File: src/hdl/racu_pkg.sv
package racu_pkg;

   localparam int SEGMENTS = 64;

   localparam int LOAD_W = 16;
   localparam int STN_W  = 7;
   localparam int LIDX_W = 6;
   // wide enough for any station code and any segment position
   localparam int CMP_W  = 11;
   localparam int CNT_W  = $clog2(SEGMENTS + 1);

   localparam logic FUNC_LOAD = 1'b0;
   localparam logic FUNC_BOOK = 1'b1;

   typedef struct packed {
      logic              write_en;
      logic              add_en;
      logic [STN_W-1:0]  start_stn;
      logic [STN_W-1:0]  end_stn;
      logic [LIDX_W-1:0] load_index;
      logic [LOAD_W-1:0] load_value;
      logic [LOAD_W-1:0] amount;
   } cell_ctl_type;

   typedef enum logic [3:0] {
      ST_IDLE   = 4'b0001,
      ST_LOAD   = 4'b0010,
      ST_SCAN   = 4'b0100,
      ST_DECIDE = 4'b1000
   } state_type;

endpackage

File: src/hdl/racu_cell.sv
module racu_cell (
   input  logic                        clock,
   input  logic                        reset,
   input  logic [racu_pkg::CMP_W-1:0]  cell_pos,
   input  racu_pkg::cell_ctl_type      ctl,
   input  logic [racu_pkg::LOAD_W-1:0] max_in,
   output logic [racu_pkg::LOAD_W-1:0] max_out
);
   import racu_pkg::*;

   logic [LOAD_W-1:0] load_ff;
   logic [LOAD_W-1:0] load_in;
   logic [LOAD_W-1:0] max_ff;
   logic [LOAD_W-1:0] max_in_val;
   logic              in_range;
   logic              idx_hit;

   assign in_range = (cell_pos >= CMP_W'(ctl.start_stn)) && (cell_pos < CMP_W'(ctl.end_stn));
   assign idx_hit  = (cell_pos == CMP_W'(ctl.load_index));

   always_comb begin
      load_in = load_ff;
      if (ctl.write_en && idx_hit) begin
         load_in = ctl.load_value;
      end else if (ctl.add_en && in_range) begin
         load_in = LOAD_W'(load_ff + ctl.amount);
      end
   end

   // running max moves one cell per cycle
   always_comb begin
      max_in_val = max_in;
      if (in_range && (load_ff > max_in)) begin
         max_in_val = load_ff;
      end
   end

   always_ff @(posedge clock) begin
      if (reset) begin
         load_ff <= '0;
      end else begin
         load_ff <= load_in;
      end
   end

   always_ff @(posedge clock) begin
      max_ff <= max_in_val;
   end

   assign max_out = max_ff;

endmodule

File: config.mk
export PLATFORM = sky130hd
export DESIGN_NAME = racu_cell
export DESIGN_NICKNAME = d
export VERILOG_FILES = /design/src/hdl/racu_pkg.sv /design/src/hdl/racu_cell.sv
export SDC_FILE = /design/constraint.sdc
export NUM_CORES = 1
export LEC_CHECK = 0
export BUFFER_PORTS_ARGS = -buffer_cell sky130_fd_sc_hd__clkbuf_2
export CAP_MARGIN = 40
export CORE_AREA = 2 2 56 110
export CTS_BUF_LIST = sky130_fd_sc_hd__clkbuf_4 sky130_fd_sc_hd__clkbuf_8
export DETAILED_ROUTE_END_ITERATION = 10
export DIE_AREA = 0 0 58 112
export PLACE_DENSITY = 0.78
export SYNTH_ARGS = -nofsm -noshare
export SYNTH_HDL_FRONTEND = slang
export SYNTH_SLANG_ARGS = --single-unit
File: constraint.sdc
create_clock -name clock -period 3.3 [get_ports clock]
set_clock_uncertainty 0.1 [all_clocks]
set_input_delay 0.33 -clock clock [delete_from_list [all_inputs] [get_ports clock]]
set_output_delay 0.33 -clock clock [all_outputs]
set_load 0.05 [all_outputs]
; ---- Word level (Yosys, flattened, before mapping)
; Index checks and enable logic that the tools add are counted.
; Widths: inputs -> output; s select.
[word_totals]
ff_bits = 32
output_inout_bits = 16
inputBits = 83
latch_bits = 0
n_memories = 0
mem_bits_ro = 0
ram_bits = 0
[classes]
n_eq_ne = 1
n_reduce_logical = 5
magnitude_cmp = 3
n_addsub = 1
n_mux = 3
div = 0
multipliers = 0
shift = 0
n_bitwise = 0
[ops]
columns = operator, count
row1 = $mux 16, 3
row2 = $add 16x16->16, 1
row3 = $gt 16x16->1, 1
row4 = $eq 11x6->1, 1
row5 = $ge 11x7->1, 1
row6 = $lt 11x7->1, 1
row7 = $logic_and 1x1->1, 4
row8 = $reduce_bool 2->1, 1

; ---- Longest topological paths before layout
[depth]
word_depth = 5
depth_mapped = 10
ltp_nobuf = 10

; ---- Worst setup path before layout
; No wires, ideal clock.
[synth_timing]
kind = input to register
startpoint = input max_in[15] (netlist name)
endpoint = register max_ff[10] (netlist: max_out[10])
cell_stages = 8
n_path_buf = 1
arrival_ns = 2.131
path_slack_ns = 0.947
required_time_ns = 3.079
setup_ns = 0.121
cell_sequence = inv_1 > ha_1 > nand4_1 > or4_4 > o2111ai_2 > nand3_4 > buf_6 > mux2_4
[synth_between]
elab_chain_len = 3
[synth_lines]
columns = item, line_no
row1 = start: declaration, racu_cell.sv:6  ; input logic [racu_pkg::LOAD_W-1:0] max_in,
row2 = $gt 16x16->1, racu_cell.sv:33  ; if (in_range && (load_ff > max_in)) begin
row3 = $logic_and 1x1->1, racu_cell.sv:33
row4 = $mux 16, racu_cell.sv:33
row5 = via max_in_val[10], racu_cell.sv:14  ; logic [LOAD_W-1:0] max_in_val;
row6 = end signal: assignment, racu_cell.sv:47  ; max_ff <= max_in_val;
row7 = end: declaration, racu_cell.sv:13  ; logic [LOAD_W-1:0] max_ff;
; The timed path passes the listed nets, and every way through them passes these cells.
; A chain may end at the register's enable or synchronous reset.

; ---- Final worst setup path
[layout_timing]
startpoint = register load_ff[0]
endpoint = register load_ff[14]
[layout_between]
elab_chain_len = 3
[layout_lines]
columns = item, line_no
row1 = start: declaration, racu_cell.sv:11  ; logic [LOAD_W-1:0] load_ff;
row2 = start signal: assignment, racu_cell.sv:42  ; load_ff <= load_in;
row3 = $add 16x16->16, racu_cell.sv:26  ; load_in = LOAD_W'(load_ff + ctl.amount);
row4 = $mux 16, racu_cell.sv:25  ; end else if (ctl.add_en && in_range) begin
row5 = $mux 16, racu_cell.sv:23  ; if (ctl.write_en && idx_hit) begin
; Every way passes these cells. The select of a mux whose other input is x is not followed.

==> flow_metrics.env <==
export IMPL_clkLatencyLatePin_ns=0.30
export IMPL_vdd_drop_max_v=0.000264
export IMPL_finalSetupTns_ns=0
export IMPL_syn_avg_cell_area_sq_um=8.87
export IMPL_io_buffers=98
export IMPL_cp_max_fo=4
export IMPL_clkSinkCount=32
export IMPL_cts_buffers=5
export IMPL_synth_top_cells_by_count="ha_1, inv_1, dfxtp_1, a21oi_1, nor2_1"
export IMPL_drt_iter0_markers=33
export IMPL_placementRows=39
export IMPL_overflow=0
export IMPL_synth_top_cell_area_share_pct=22.7
export IMPL_syn_to_final_growth_pct=22.7
export IMPL_start_util_pct=49.8
export IMPL_seq_area_frac_synth_pct=22.7
export IMPL_layout_drive_gt1_share_pct=31.7
export IMPL_cp_start_kind="flip-flop"
export IMPL_min_period_ns=2.71
export IMPL_synth_area_leader_cell="dfxtp_1"
export IMPL_powerDensity_mw_per_mm2=285
export IMPL_async_flop_share_pct=0
export IMPL_vias_per_cell=5.64
export IMPL_drv_cap=0
export IMPL_antenna_cells=0
export IMPL_dieArea_sq_mm=0.00650
export IMPL_ys_ff_latch=32
export IMPL_worstPathRequired_ns=3.39
export IMPL_route_detailed_drc=0
export IMPL_cts_resized=0
export IMPL_finalCritPeriodShare_pct=82.3
export IMPL_status="complete, no violations"
export IMPL_grt_max_degree=27
export IMPL_antenna_found_initial=0
export IMPL_tritoncts="done"
export IMPL_fp_dieW_microns=58
export IMPL_worst_setup_path_type="flip-flop to flip-flop"
export IMPL_vias=2707
export IMPL_die_h_microns=112
export IMPL_grt_pass1_vias=2682
export IMPL_num_io_pins=99
export IMPL_fmax_mhz=368
export IMPL_place_hpwl_mm=5.77
export IMPL_clock_root_buffer="clkbuf_8"
export IMPL_post_cts_buffers=0
export IMPL_synthTopCellsByArea="dfxtp_1, ha_1, mux2_4"
export IMPL_grt_usage_pct=22.7
export IMPL_wirelength_mm=7.02
export IMPL_num_fill_cells=514
export IMPL_tightestPinTransition_ns=0.430
export IMPL_p_leak_nw=1.80
export IMPL_wire_per_inst_microns=14.6
export IMPL_hold_class="input pin to flip-flop"
export IMPL_first_pass_iters=4
export IMPL_hold_violations=0
export IMPL_syn_inst=318
export IMPL_setup_viol=0
export IMPL_yosys_warnings=0
export IMPL_slew_headroom_pct=71.3
export IMPL_synth_net_count=446
export IMPL_nets=546
export IMPL_antenna_left=0
export IMPL_synth_cell_types=61
export IMPL_ys_flop_type="dfxtp_1"
export IMPL_cp_arrival_ns=2.80
export IMPL_cts_hold_buf=0
export IMPL_timing_hold_ws_ns=0.161
export IMPL_crit_path_end_kind="flip-flop"
export IMPL_netlist_area_sq_mm=0.00282
export IMPL_clockBufferDepth=2
export IMPL_core_area_sq_mm=0.00566
export IMPL_clk_pin_slew_ns=0.07
export IMPL_rsz0062_at_grt="no"
export IMPL_synth_edff_count=0
export IMPL_h_tree_depth=2
export IMPL_grt_pass1_wl_mm=11.3
export IMPL_gp_congestion=0.870
export IMPL_yosysMostFrequentCell="ha_1"
export IMPL_maxSlewViolCount=0
-- sequential cells by signal, summed over array words and instances, names as in the netlist --
name,cells
load_ff,16
max_out,16
-- cell type report --
class / count / area [sq um] / area share [%]
clock buffers: 8 / 97.6 / 2.82
inverters: 35 / 131 / 3.80
multi-input cells: 244 / 2010 / 58.1
flip-flops and latches: 32 / 641 / 18.5
well taps: 61 / 76.3 / 2.21
repair buffers: 100 / 505 / 14.6
-- layer usage --
metal  part of all wire (%)  vias up  GRT usage, %
met5                      0        -             0
met4                    2.5        0          9.61
met3                    4.9       13          2.90
met2                     59       87          46.4
met1                     34     1250          20.6
li1                       -     1357             -
-- placed cells by master (no fill, tap or decap), types with 4 or more instances in the layout --
master and n:
mux2i_1 7, o21a_1 5, xor2_1 8, ha_1 44, nor2b_1 5, mux2_2 6
dfxtp_1 32, o21ai_0 11, nand2b_1 4, xnor2_1 8, nand3_1 7, nor2_1 22
nand2_1 15, mux2_4 9, a21oi_1 24, nand4_1 6, a211oi_1 11, clkbuf_2 98
a21o_1 5, inv_1 35, clkbuf_8 6
-- final timing paths --
check / startpoint / endpoint / slack (ns) / depth (start not counted)
worst min register to register: load_ff[14] / max_out[14] / 0.46 / 1
worst max-delay path: load_ff[0] / load_ff[14] / 0.59 / 10
worst min-delay path: ctl[27] / load_ff[11] / 0.16 / 3
worst max register to register: load_ff[0] / load_ff[14] / 0.59 / 10
-- stage by stage --
step	power [mW]	utilization [%]	area (sq um)	instances	setup slack, ns
finish	0.985	61.1	3460	480	0.585
global route	1.03	61.1	3460	480	0.404
CTS	0.993	61.1	3460	480	0.629
detailed placement	0.648	59.4	3360	472	0.666
global placement	0.642	59.4	3360	472	0.697
floorplan	0.557	-	2820	318	0.947
-- power breakdown --
part	total (mW)	internal [mW]	switching [mW]
clock	0.346	0.187	0.159
sequential	0.402	0.398	0.00420
combinational	0.238	0.103	0.135
total	0.985	0.687	0.298
-- worst max-delay path: stages, from the launching register on --
cell and delay, ns:
dfxtp_1 0.38, ha_1 0.22, inv_1 0.06, fa_1 0.37, nor2b_1 0.26, o2111ai_1 0.16, a21boi_0 0.39, a31oi_1 0.19
o21ai_0 0.25, xnor2_1 0.14, o21ai_0 0.09
-- cells by family after synthesis --
family / count (synthesis) / synth area share (%)
simple gates: 77 / 15.0
xor+xnor: 16 / 4.97
buf+inv: 42 / 6.03
mux: 22 / 9.67
fa+ha+maj: 45 / 20.2
compound gates: 84 / 21.4
flops: 32 / 22.7
(Power assumes the default switching activity.)
