===== config.mk =====
export PLATFORM = sky130hd
export DESIGN_NAME = racu_ctrl
export DESIGN_NICKNAME = d
export VERILOG_FILES = /design/src/hdl/racu_pkg.sv /design/src/hdl/racu_ctrl.sv
export SDC_FILE = /design/constraint.sdc
export NUM_CORES = 1
export LEC_CHECK = 0
export BUFFER_PORTS_ARGS = -buffer_cell sky130_fd_sc_hd__buf_2
export CAP_MARGIN = 10
export CORE_MARGIN = 5
export CORE_UTILIZATION = 25
export DETAILED_ROUTE_END_ITERATION = 7
export PLACE_DENSITY = 0.48
export RECOVER_POWER = 50
export SLEW_MARGIN = 30
export SYNTH_ARGS = -nofsm -noshare
export SYNTH_HDL_FRONTEND = slang
export SYNTH_SLANG_ARGS = --single-unit

===== constraint.sdc =====
create_clock -name clock -period 5.45 [get_ports clock]
set_input_delay 1.09 -clock clock [delete_from_list [all_inputs] [get_ports clock]]
set_output_delay 1.09 -clock clock [all_outputs]
set_load 0.02 [all_outputs]

===== src/hdl/racu_pkg.sv =====
package racu_pkg;

   localparam int SEGMENTS = 64;

   localparam int LOAD_W = 16;
   localparam int STN_W  = 7;
   localparam int LIDX_W = 6;
   // wide enough for any station code and any segment position
   localparam int CMP_W  = 11;
   localparam int CNT_W  = $clog2(SEGMENTS + 1);

   localparam logic FUNC_LOAD = 1'b0;
   localparam logic FUNC_BOOK = 1'b1;

   typedef struct packed {
      logic              write_en;
      logic              add_en;
      logic [STN_W-1:0]  start_stn;
      logic [STN_W-1:0]  end_stn;
      logic [LIDX_W-1:0] load_index;
      logic [LOAD_W-1:0] load_value;
      logic [LOAD_W-1:0] amount;
   } cell_ctl_type;

   typedef enum logic [3:0] {
      ST_IDLE   = 4'b0001,
      ST_LOAD   = 4'b0010,
      ST_SCAN   = 4'b0100,
      ST_DECIDE = 4'b1000
   } state_type;

endpackage


===== src/hdl/racu_ctrl.sv =====
module racu_ctrl (
   input  logic                        clock,
   input  logic                        reset,
   input  logic                        start,
   output logic                        busy,
   input  logic                        req_func,
   input  logic [racu_pkg::LIDX_W-1:0] req_load_index,
   input  logic [racu_pkg::LOAD_W-1:0] req_load_value,
   input  logic [racu_pkg::STN_W-1:0]  req_start_station,
   input  logic [racu_pkg::STN_W-1:0]  req_end_station,
   input  logic [racu_pkg::LOAD_W-1:0] req_amount,
   input  logic                        csr_wr_en,
   input  logic [racu_pkg::LOAD_W-1:0] csr_wr_data,
   input  logic [racu_pkg::LOAD_W-1:0] max_last,
   output racu_pkg::cell_ctl_type      cell_ctl,
   output logic                        rsp_strobe,
   output logic                        rsp_accepted
);
   import racu_pkg::*;

   state_type         state_ff, state_in;
   logic [CNT_W-1:0]  cnt_ff, cnt_in;
   logic [LOAD_W-1:0] cap_ff;
   logic              func_ff;
   logic [LIDX_W-1:0] lidx_ff;
   logic [LOAD_W-1:0] lval_ff;
   logic [STN_W-1:0]  stn_lo_ff;
   logic [STN_W-1:0]  stn_hi_ff;
   logic [LOAD_W-1:0] amount_ff;
   logic              strobe_ff, strobe_in;
   logic              acc_ff, acc_in;
   logic              accept;
   logic              in_bounds;
   logic              grant;

   assign accept    = start && (state_ff == ST_IDLE);
   assign in_bounds = CMP_W'(lidx_ff) < CMP_W'(SEGMENTS);
   assign grant     = (max_last <= cap_ff) && ((cap_ff - max_last) >= amount_ff);

   always_comb begin
      state_in  = state_ff;
      cnt_in    = cnt_ff;
      strobe_in = 1'b0;
      acc_in    = acc_ff;
      unique case (state_ff)
         ST_IDLE: begin
            cnt_in = '0;
            if (accept) begin
               state_in = (req_func == FUNC_LOAD) ? ST_LOAD : ST_SCAN;
            end
         end
         ST_LOAD: begin
            strobe_in = 1'b1;
            acc_in    = in_bounds;
            state_in  = ST_IDLE;
         end
         ST_SCAN: begin
            cnt_in = CNT_W'(cnt_ff + 1'b1);
            if (cnt_ff == CNT_W'(SEGMENTS - 1)) begin
               state_in = ST_DECIDE;
            end
         end
         ST_DECIDE: begin
            strobe_in = 1'b1;
            acc_in    = grant;
            state_in  = ST_IDLE;
         end
         default: begin
            state_in = ST_IDLE;
         end
      endcase
   end

   always_ff @(posedge clock) begin
      if (reset) begin
         state_ff  <= ST_IDLE;
         cnt_ff    <= '0;
         strobe_ff <= 1'b0;
         acc_ff    <= 1'b0;
         cap_ff    <= '0;
      end else begin
         state_ff  <= state_in;
         cnt_ff    <= cnt_in;
         strobe_ff <= strobe_in;
         acc_ff    <= acc_in;
         if (csr_wr_en) begin
            cap_ff <= csr_wr_data;
         end
      end
   end

   always_ff @(posedge clock) begin
      if (accept) begin
         func_ff   <= req_func;
         lidx_ff   <= req_load_index;
         lval_ff   <= req_load_value;
         stn_lo_ff <= req_start_station;
         stn_hi_ff <= req_end_station;
         amount_ff <= req_amount;
      end
   end

   always_comb begin
      cell_ctl.write_en   = (state_ff == ST_LOAD) && (func_ff == FUNC_LOAD);
      cell_ctl.add_en     = (state_ff == ST_DECIDE) && (func_ff == FUNC_BOOK) && grant;
      cell_ctl.start_stn  = stn_lo_ff;
      cell_ctl.end_stn    = stn_hi_ff;
      cell_ctl.load_index = lidx_ff;
      cell_ctl.load_value = lval_ff;
      cell_ctl.amount     = amount_ff;
   end

   assign busy         = (state_ff != ST_IDLE);
   assign rsp_strobe   = strobe_ff;
   assign rsp_accepted = acc_ff;

endmodule


* Yosys cells after proc, flatten, opt, wreduce, memory -nomap -nowiden
Index checks and enable logic that the tools add are counted.
** Storage, ports and cells
- Bits in registers :: 82
- Word-level logic and storage cells :: 40
** Operators by class
- Equality and inequality tests :: 8
- Multiplexer cells :: 7
- Bitwise logic cells :: 1
- Reductions and logical operators :: 9
- Magnitude comparators :: 2
- Add/subtract/negate cells :: 2
** Operator list (number)
- greater-or-equal comparator 16 bit :: 1
- less-or-equal comparator 16 bit :: 1
- subtractor 16 bit :: 1
- one-hot mux 7 bit (2 select lines) :: 1
- 2-to-1 mux 4 bit :: 2
- one-hot mux 4 bit (2 select lines) :: 1
- adder 7 x 1 -> 7 bit, second input constant :: 1
- equality test 7 x 6 -> 1 bit, second input constant :: 1
- logical AND 1 bit :: 5
- equality test 4 x 1 -> 1 bit, second input constant :: 1
- equality test 4 x 2 -> 1 bit, second input constant :: 1
- equality test 4 x 3 -> 1 bit, second input constant :: 1
- equality test 4 bit, second input constant :: 1
- inequality test 2 bit, second input constant :: 2
- inequality test 4 x 1 -> 1 bit, second input constant :: 1
- nonzero test 2 bit :: 2
- 2-to-1 mux 3 bit :: 1
- one-hot mux 1 bit (2 select lines) :: 1
- AND reduction 2 bit :: 1
- OR reduction 2 bit :: 1
- 2-to-1 mux 1 bit :: 1
- inverter 1 bit :: 1

* Depth between registers and ports, before layout
- Word-level depth :: 4
- Mapped depth :: 16
- Depth with buffers taken out :: 16

* Worst setup path before layout
OpenSTA, ideal clock, no wires.
- Path kind :: in2out
- Start point :: in max_last[0] in the netlist's numbering
- End point :: out cell_ctl[52] in the netlist's numbering
- Path slack :: 0.662 ns
- Cell stages on the path :: 14
- Path buffers :: 0
- Arrival :: 3.698 ns
- Path through :: ha_1 > fa_1 > nand2b_1 > a211oi_1 > o21ai_0 > o21ba_2 > o21bai_1 > xor2_1 > ha_1 > and4_1 > nand2_1 > a21oi_1 > o21ai_1 > nor2_1
** RTL lines
- from (decl) :: line racu_ctrl.sv:14 : input logic [racu_pkg::LOAD_W-1:0] max_last,
- to (decl) :: line racu_ctrl.sv:15 : output racu_pkg::cell_ctl_type cell_ctl,

==> flow_summary.toml <==
[synthesis]
avgSynthCellArea_sq_um = 11.0
yosysUniqueCellTypes = 46
yosysMostFrequentCell = "edfxtp_1"
synthesis.nets = 486
synth_top_cell_area_share_pct = 39.9
ys.flop_type = "edfxtp_1"
yosys_warnings = 0
synth.largest_area_cell = "edfxtp_1"
ys_top_cells_by_count = "edfxtp_1, nor2_1, inv_1, ha_1, dfxtp_1"
synth_edf_count = 53
ys_ff_latch = 82
synth_seq_area_share_pct = 54.5
synth.area.top_cells = "edfxtp_1, dfxtp_1, ha_1"
syn_area_sq_um = 3980
synth_cells = 363
async_reset_ff_share_pct = 0

[clock_tree]
tritoncts = "done"
clock_latency_ns = 0.34
numCtsBuffers = 9
h-tree-depth = 3
clk_path_buf_depth = 2
ctsResizeCount = 0
postCtsHoldBufs = 0
cts-root-buf = "clkbuf_16"
cts_setup_buffers = 0
clock_sinks = 82
clk_pin_slew_ns = 0.06

[setup_path]
cp-start-kind = "input pin"
r2r_setup_slack_ns = 2.06
worstPathArrival_ns = 4.14
r2r_start = "cap_ff[0]"
cp-end-kind = "primary output"
crit_fanout = 4
reg2reg_depth = 15
regToRegEndpoint = "rsp_accepted"
critPathCapture = "cell_ctl[52]"
crit_required_ns = 4.36
startpoint = "max_last[0]"
path_class = "in2out"

[global_routing]
grt_pass1_wl_um = 16300
grt_pass1_vias = 3353
grt_max_degree = 55
grt_util_met2_pct = 17.4
use_met3_pct = 6.14
busiest_layer = "met2"
grt_usage_pct = 11.3
grt-ovfl-total = 0
antenna_found_initial = 1
grtUsageMet1_pct = 13.5

[place]
hpwl_um = 8210
place_area_sq_um = 4960
place_congestion = 0.827
port_buffers = 145

[floorplan]
die_area_sq_um = 18600
start_util_pct = 25.3
die_w_um = 136
io_pins = 146
core_sq_um = 15800
num_rows = 46
die_h_um = 136

[outcome]
status = "complete, no violations"

[detailed_routing]
drt_iter0_markers = 182
viasPerCell = 4.32
num_vias = 3175
drcViolationCount = 0
ant_nets = 0
drt_wl_total_um = 10300
dr.pass1.iters = 4
post_drt_wl_per_cell_um = 14.0

[sta]
setup-tns-final_ns = 0
skew_ns = 0.00499
slew_headroom_pct = 8.92
finalCriticalPeriod_ns = 5.23
finalCritPeriodShare_pct = 96.0
setup_viol = 0
report.final.slew_viol_count = 0
grt_setup_unrepaired = "no"
fmax_ghz = 0.191
worst_pin_slew_ns = 1.37
hold_violations = 0

[power]
power_density_nw_per_um2 = 304
p_leak_nw = 2.32
irDropWorstVdd_mv = 0.186

[hold_path]
hold_class = "reg2reg"

[finish]
drive_gt1_share_pct = 29.0
design_area_sq_um = 5220
final_nets = 636
synthToLayoutAreaGrowth_pct = 31.1
fillers = 1663

[job]
maxCapViolations = 0
==> power breakdown <==
group / internal (mW) / switching [mW]
Clock: 0.312 / 0.260
Combinational: 0.116 / 0.177
Sequential: 0.706 / 0.0146
Total: 1.13 / 0.452
==> worst max-delay path, stage by stage <==
cell and delay (ns):
buf_2 0.10, ha_1 0.21, fa_1 0.40, nand2b_1 0.21
a211oi_2 0.22, o21ai_0 0.15, o21ba_2 0.25, o21bai_1 0.18
xor2_1 0.18, ha_1 0.26, and4_1 0.22, a21oi_1 0.14
nand2_1 0.06, o21ai_1 0.23, nor2_1 0.08, buf_2 0.16
==> kinds of logic after synthesis <==
kind of cell | after synthesis | synth area share (%)
AO/OA/AOI/OAI | 65 | 10.5
XOR/XNOR | 11 | 2.42
adder cells (fa/ha/maj) | 34 | 10.9
buffers and inverters | 48 | 4.52
flip-flops | 82 | 54.5
multiplexers | 18 | 4.59
AND/OR/NAND/NOR | 105 | 12.6
==> stage by stage <==
stage	power [mW]	hold WS, ns	worst slack, ns	utilization [%]	std cells
2_1_floorplan	0.927	0.444	0.662	-	363
3_3_place_gp	1.03	0.461	0.234	31.4	718
3_5_place_dp	1.03	0.459	0.129	31.5	718
4_1_cts	1.62	0.477	0.126	33.2	734
5_1_grt	1.68	0.513	0.0164	33.1	734
6_report	1.59	0.480	0.217	33.1	735
==> cell type report <==
type	instances	area (sq um)	share of cell area, %
Clock inverter	7	51.3	0.983
Antenna cell	1	2.50	0.0479
Sequential cell	82	2170	41.6
Multi-Input combinational cell	233	1640	31.3
Tap cell	216	270	5.18
Timing Repair Buffer	145	703	13.5
Inverter	42	160	3.07
Clock buffer	9	225	4.31
==> cells in the final DEF, fill, tap and decap left out, types with 4 or more instances in the layout <==
cell type,Yosys,layout
inv_1,42,41
clkbuf_16,0,9
a21o_1,4,4
buf_2,0,127
edfxtp_1,53,53
o21bai_1,4,4
o21ai_0,12,12
nor3_1,6,6
a21oi_1,23,23
nand3b_1,4,4
clkbuf_1,5,18
nor2_1,43,43
mux2i_1,16,16
nand3_1,11,11
xnor2_1,8,8
ha_1,33,33
nor4_1,4,4
a211oi_1,5,4
nand2_1,20,20
dfxtp_1,29,29
==> how the worst min path moves through the flow <==
stage / start / endpoint / slack (ns) / cells after the start
after global placement: rsp_accepted / rsp_accepted / 0.46 / 2
after CTS: cnt_ff[6] / state_ff[3] / 0.48 / 1
after floorplan: cnt_ff[6] / state_ff[3] / 0.44 / 1
final: rsp_accepted / rsp_accepted / 0.48 / 2
after detailed placement: rsp_accepted / rsp_accepted / 0.46 / 2
after global routing: rsp_accepted / rsp_accepted / 0.51 / 2
==> registers in the layout, indices dropped and copies added, names as in the netlist, 4 cells and up <==
signal     flops
cnt_ff         7
amount_ff     16
lidx_ff        6
stn_hi_ff      7
cap_ff        16
lval_ff       16
state_ff       4
stn_lo_ff      7
==> layer usage <==
metal	share of wire (%)	routed length [um]	vias up
met5	0.068	7	-
met4	1.6	162	2
met3	12	1220	14
met2	44	4530	126
met1	42	4340	1426
li1	-	-	1607
Note: power is estimated with default switching activity, not from simulation.
